[config.mk]
export PLATFORM = sky130hd
export DESIGN_NAME = sorted_ring_priority_queue
export DESIGN_NICKNAME = d
export VERILOG_FILES = /design/src/rtl/srpq_pkg.sv /design/src/rtl/sorted_ring_priority_queue.sv /design/src/rtl/srpq_cell.sv
export VERILOG_INCLUDE_DIRS = /design/src /design/src/rtl
export SDC_FILE = /design/constraint.sdc
export NUM_CORES = 2
export LEC_CHECK = 0
export BUFFER_PORTS_ARGS = -buffer_cell sky130_fd_sc_hd__buf_4
export CAP_MARGIN = 15
export CORE_ASPECT_RATIO = 0.6
export CORE_MARGIN = 8
export CORE_UTILIZATION = 45
export DETAILED_ROUTE_END_ITERATION = 12
export PLACE_DENSITY_LB_ADDON = 0.12
export SLEW_MARGIN = 10
export SYNTH_ARGS = -nofsm -noshare
export SYNTH_HDL_FRONTEND = slang
export SYNTH_SLANG_ARGS = --single-unit
[constraint.sdc]
create_clock -name clk -period 5.6 [get_ports clk]
set_input_delay 0.28 -clock clk [delete_from_list [all_inputs] [get_ports clk]]
set_output_delay 0.28 -clock clk [all_outputs]
set_load 0.02 [all_outputs]
[src/rtl/assert_macros.svh]
// Assertion macros used by the top level of the sorted priority queue.
`ifndef ASSERT_MACROS_SVH
`define ASSERT_MACROS_SVH
`ifndef SYNTH
`define SRPQ_ASSERT(name, prop, msg) \
  name: assert property (@(posedge clk) disable iff (rst) prop) else $error(msg);
`define SRPQ_ASSERT_ALWAYS(name, prop, msg) \
  name: assert property (@(posedge clk) prop) else $error(msg);
`else
`define SRPQ_ASSERT(name, prop, msg)
`define SRPQ_ASSERT_ALWAYS(name, prop, msg)
`endif
`endif

[src/rtl/srpq_pkg.sv]
// Types and codes of the sorted priority queue.
package srpq_pkg;

  localparam logic OP_INSERT = 1'b0;
  localparam logic OP_REMOVE = 1'b1;

  localparam logic [1:0] STATUS_DONE  = 2'd0;
  localparam logic [1:0] STATUS_FULL  = 2'd1;
  localparam logic [1:0] STATUS_EMPTY = 2'd2;

  typedef struct packed {
    logic               op;
    logic signed [31:0] value;
  } item_t;

  typedef struct packed {
    logic [1:0]         status;
    logic signed [31:0] removed_value;
    logic [4:0]         occupancy;
  } result_t;

  typedef enum logic [1:0] {
    CMD_HOLD,
    CMD_INSERT,
    CMD_REMOVE
  } cell_cmd_t;

  typedef struct packed {
    cell_cmd_t          cmd;
    logic signed [31:0] value;
  } cell_ctl_t;

endpackage

[src/rtl/sorted_ring_priority_queue.sv]
// Top level of the sorted priority queue: a chain of compare-and-shift cells.
// Values are held sorted, largest first, one per cell; equal values leave in arrival order.
// An item (insert or remove) is taken on any cycle where start is high; busy never rises, so
// one item a cycle is sustained. Every cell compares the new value with its own in that single
// cycle and shifts one place, so its result appears with done exactly one cycle after start,
// for that one cycle only: the receiver cannot stall and must take it then. A full queue
// refuses an insert and an empty one refuses a remove, leaving the contents unchanged.
`include "assert_macros.svh"
module sorted_ring_priority_queue #(
  parameter int DEPTH = 16
) (
  input  logic              clk,
  input  logic              rst,
  input  logic              start,
  output logic              busy,
  input  srpq_pkg::item_t   item,
  output logic              done,
  output srpq_pkg::result_t result
);
  import srpq_pkg::*;

  localparam int CW = $clog2(DEPTH + 1);

  logic [CW-1:0]      count;
  logic [CW-1:0]      count_next;
  logic [CW+4:0]      count_ext;
  logic               accept;
  logic               is_full;
  logic               is_empty;
  cell_ctl_t          ctl;
  logic signed [31:0] data      [DEPTH];
  logic signed [31:0] prev_data [DEPTH];
  logic signed [31:0] next_data [DEPTH];
  logic               ins_here  [DEPTH];
  logic               prev_ins  [DEPTH];

  assign busy     = 1'b0;
  assign accept   = start && !busy;
  assign is_full  = (count == CW'(DEPTH));
  assign is_empty = (count == '0);

  always_comb begin
    ctl.value  = item.value;
    ctl.cmd    = CMD_HOLD;
    count_next = count;
    if (accept) begin
      if (item.op == OP_REMOVE) begin
        if (!is_empty) begin
          ctl.cmd    = CMD_REMOVE;
          count_next = count - CW'(1);
        end
      end else if (!is_full) begin
        ctl.cmd    = CMD_INSERT;
        count_next = count + CW'(1);
      end
    end
  end

  assign count_ext = {5'd0, count_next};

  for (genvar i = 0; i < DEPTH; i++) begin : g_cell
    if (i == 0) begin : g_head
      assign prev_data[i] = '0;
      assign prev_ins[i]  = 1'b0;
    end else begin : g_body
      assign prev_data[i] = data[i-1];
      assign prev_ins[i]  = ins_here[i-1];
    end
    if (i == DEPTH - 1) begin : g_tail
      assign next_data[i] = '0;
    end else begin : g_link
      assign next_data[i] = data[i+1];
    end

    srpq_cell u_cell (
      .clk       (clk),
      .ctl       (ctl),
      .occupied  (count > CW'(i)),
      .prev_data (prev_data[i]),
      .prev_ins  (prev_ins[i]),
      .next_data (next_data[i]),
      .data      (data[i]),
      .ins_here  (ins_here[i])
    );
  end

  always_ff @(posedge clk) begin
    if (rst) begin
      count <= '0;
      done  <= 1'b0;
    end else begin
      count <= count_next;
      done  <= accept;
    end
    if (accept) begin
      result.occupancy <= count_ext[4:0];
      if (item.op == OP_REMOVE) begin
        if (is_empty) begin
          result.status        <= STATUS_EMPTY;
          result.removed_value <= '0;
        end else begin
          result.status        <= STATUS_DONE;
          result.removed_value <= data[0];
        end
      end else begin
        result.removed_value <= '0;
        if (is_full) begin
          result.status <= STATUS_FULL;
        end else begin
          result.status <= STATUS_DONE;
        end
      end
    end
  end

  `SRPQ_ASSERT_ALWAYS(a_count_bound, rst || count <= CW'(DEPTH), "occupancy above depth")
  `SRPQ_ASSERT(a_done_follows, accept |=> done, "accepted word gave no result")
  `SRPQ_ASSERT(a_no_spurious, !accept |=> !done && $stable(count), "result without word")
  `SRPQ_ASSERT(a_full_refused,
    accept && item.op == OP_INSERT && is_full |=> result.status == STATUS_FULL && $stable(count),
    "full insert not refused")
  `SRPQ_ASSERT(a_empty_refused,
    accept && item.op == OP_REMOVE && is_empty |=>
      result.status == STATUS_EMPTY && result.removed_value == 0,
    "empty remove not refused")

endmodule

[src/rtl/srpq_cell.sv]
// One slot of the sorted chain: holds a value, shifts toward tail on insert, toward head on remove.
module srpq_cell (
  input  logic                      clk,
  input  srpq_pkg::cell_ctl_t       ctl,
  input  logic                      occupied,
  input  logic signed [31:0]        prev_data,
  input  logic                      prev_ins,
  input  logic signed [31:0]        next_data,
  output logic signed [31:0]        data,
  output logic                      ins_here
);
  import srpq_pkg::*;

  assign ins_here = !occupied || (ctl.value > data);

  always_ff @(posedge clk) begin
    unique case (ctl.cmd)
      CMD_INSERT: begin
        if (ins_here) begin
          data <= prev_ins ? prev_data : ctl.value;
        end
      end
      CMD_REMOVE: begin
        data <= next_data;
      end
      default: begin
      end
    endcase
  end

endmodule

==> flow_summary.yaml <==
global_route:
  grt_pass1_vias: 30700
  grt_max_degree: 227
  gr-total-overflow: 0
  antenna_found_initial: 2
  grt_pass1_wl_um: 194900
  gr-usage-all-layers: 0.2556
clock_tree:
  cts_buffers: 59
  cts_max_level: 2
  insertion_delay_ns: 0.65
  cts_max_path_buffers: 3
  cts.sinks: 557
  cts_tree: "yes"
  cts_root_buffer: "clkbuf_16"
  cts_setup_buffers: 0
  clk_pin_slew_worst_paths_ns: 0.07
floorplan:
  start_util: 0.4541
  rows: 84
  num_io_pins: 77
  coreArea_um2: 87650
  fp.dieW_um: 400.0
  design.die.area_um2: 98540
  die_h_um: 246.4
run:
  cap_viol_max_count: 0
power:
  intPower_mw: 9.434
  swShare: 0.3579
  clockPowerShare: 0.276
  combPwrFrac: 0.310
  p_switching_mw: 5.258
  power_density_nw_per_um2: 339.8
  power.leakage_nw: 17.91
  seqPwrFrac: 0.414
  peakVddDrop_mv: 0.2568
yosys:
  syn_inst: 4038
  synth_area_per_cell_um2: 9.857
  yosys.area.top_type: "edfxtp_1"
  synth.most_common_cell: "edfxtp_1"
  synth_area_um2: 39800
  synth_cell_types: 70
  synthArstFlopShare: 0
  ys.flop_type: "edfxtp_1"
  synth_seq_cells: 557
  synth-edff-count: 551
  synth_top_area_frac: 0.4157
  synth-seq-area-share: 0.4187
  yosysWarnings: 0
  synth_area_leaders: "edfxtp_1 (42%), ha_1 (16%), mux2i_1 (5.7%)"
  synthTopCellsByCount: "edfxtp_1 (551), inv_1 (521), ha_1 (517)"
  syn_nets: 4591
cells_and_area:
  layout-drive-gt1-share: 0.07079
  syn_to_final_growth_pct: 8.616
  nets: 4545
  fill_cells: 8251
  final-seq-area_um2: 16670
  multi_input_area_um2: 20240
detailed_routing:
  drt-initial-drc-count: 3361
  routed.top_layer: "met4"
  wl_met2_um: 50490
  m1WireLength_um: 64300
  vias: 31880
  drt_pass1_iterations: 6
  drt-total-wl_um: 129200
  ant_nets: 0
  wire_per_inst_um: 24.83
  routed-wl-met3_um: 12210
  viasPerCell: 6.127
  drc: 0
sta:
  period_share: 0.7712
  fin_setup_tns_ns: 0
  slew_headroom: 0.2291
  period_needed_ns: 4.319
  worstMarginPinSlew_ns: 1.127
  skew_ns: 0.01782
  hold_viol: 0
  rsz0062_at_grt: "no"
  setup_viol: 0
  worst_slack_ns: 1.281
  fmax_mhz: 231.5
  slew_viol_final: 0
critical_path:
  required_ns: 5.92
  timing.critical_path.from_type: "register"
  cp_max_fo: 18
  critical_path_class: "register to register"
  end_kind: "register"
  cp.arrival_ns: 4.64
status:
  status: "finished clean"
placed_design:
  dpl.hpwl_um: 93410
  gp_congestion: 0.8720
  pre_cts_slack_ns: 1.319
  io_buffer_count: 75
hold_path:
  hold_path.class: "input port to register"
-- cells in the final DEF (no fill, tap or decap), types with 7 or more instances in the layout --
master     count
clkbuf_1       8
mux2i_1      225
clkbuf_16     61
a211oi_1      11
a21oi_1      229
nor2_1        53
o21ai_1       94
nor2b_1       25
nand2_1      433
o221ai_1     218
nor4_1        22
inv_1        521
nor3_1        50
nand2b_1      15
buf_4        117
clkinv_2      16
o221a_2       32
or3_1         13
o21a_1        10
o21ai_4        8
ha_1         517
o211ai_1      29
clkinv_1      15
o21ai_0      204
a21o_1        31
nand4_1      113
nand3_1      255
a22oi_1        8
a221oi_1       7
a221o_1       12
edfxtp_1     551
-- cell type report --
type,count,area share
multi-input combinational,2728,0.4682
sequential,557,0.3855
inverter,521,0.04523
clock buffer,69,0.03600
tap,1161,0.03360
timing repair buffer,125,0.02396
clock inverter,40,0.007409
antenna,2,0.0001158
-- power by group through the flow --
stage,Clock (mW),Sequential [mW],Combinational [mW]
final,4.06,6.08,4.56
after global placement,0,6.15,4.40
after global routing,4.27,6.15,5.08
after detailed placement,0,6.15,4.47
after floorplan,0,6.01,3.03
after CTS,4.11,6.07,4.48
-- critical path: stages (launching register included) --
cell      delay [ns]
edfxtp_1        0.35
inv_1           0.05
ha_1            0.38
nand4_1         0.28
nor4_1          0.88
nand2_1         0.39
nor2_1          0.19
a211oi_1        0.11
mux2i_1         0.18
a21oi_4         0.73
buf_4           0.44
-- registers in the layout (all words and copies together) (netlist names) --
signal / cells
g_cell.u_cell.data: 512
count: 5
done: 1
result: 39
-- path summary, 6_finish.rpt --
kind	start	to	slack [ns]	cells after the start
worst min-delay path	item[0]	g_cell[13].u_cell.data[0]	0.10	3
worst max-delay path	g_cell[15].u_cell.data[31]	g_cell[15].u_cell.data[25]	1.28	10
worst min register to register	g_cell[15].u_cell.data[21]	g_cell[14].u_cell.data[21]	0.56	2
worst max register to register	g_cell[15].u_cell.data[31]	g_cell[15].u_cell.data[25]	1.28	10
-- repair_timing --
| action | CTS | global route |
|---|---|---|
| hold buffers | 1 | 0 |
| hold endpoints to repair | 6 | 0 |
| resized for setup | 0 | 0 |
-- metal layers --
layer / vias up / GRT usage
li1: 14990 / -
met1: 15520 / 0.4079
met2: 1236 / 0.3474
met3: 139 / 0.05747
met4: 0 / 0.04881
met5: - / 0
-- cell families after synthesis --
| group | count (synthesis) | share of synthesized area |
|---|---|---|
| mux | 226 | 0.05686 |
| fa+ha+maj | 517 | 0.1625 |
| other cells | 1 | 0.00009421 |
| compound gates | 957 | 0.1613 |
| xor+xnor | 3 | 0.0006602 |
| flops | 557 | 0.4187 |
| buf+inv | 753 | 0.07704 |
| simple gates | 1024 | 0.1228 |
-- per-stage QoR --
stage | hold WS, ns | util | area [µm²] | instances | total power [mW]
5_1_grt | 0.08574 | 0.4932 | 43230 | 5201 | 15.51
3_5_place_dp | 0.5417 | 0.4713 | 41310 | 5090 | 10.62
3_3_place_gp | 0.5390 | 0.4713 | 41310 | 5090 | 10.55
4_1_cts | 0.06236 | 0.4929 | 43200 | 5200 | 14.67
2_1_floorplan | 0.3516 | - | 39800 | 4038 | 9.043
6_report | 0.1030 | 0.4932 | 43230 | 5203 | 14.69
Power figures use the tool's default switching activity.
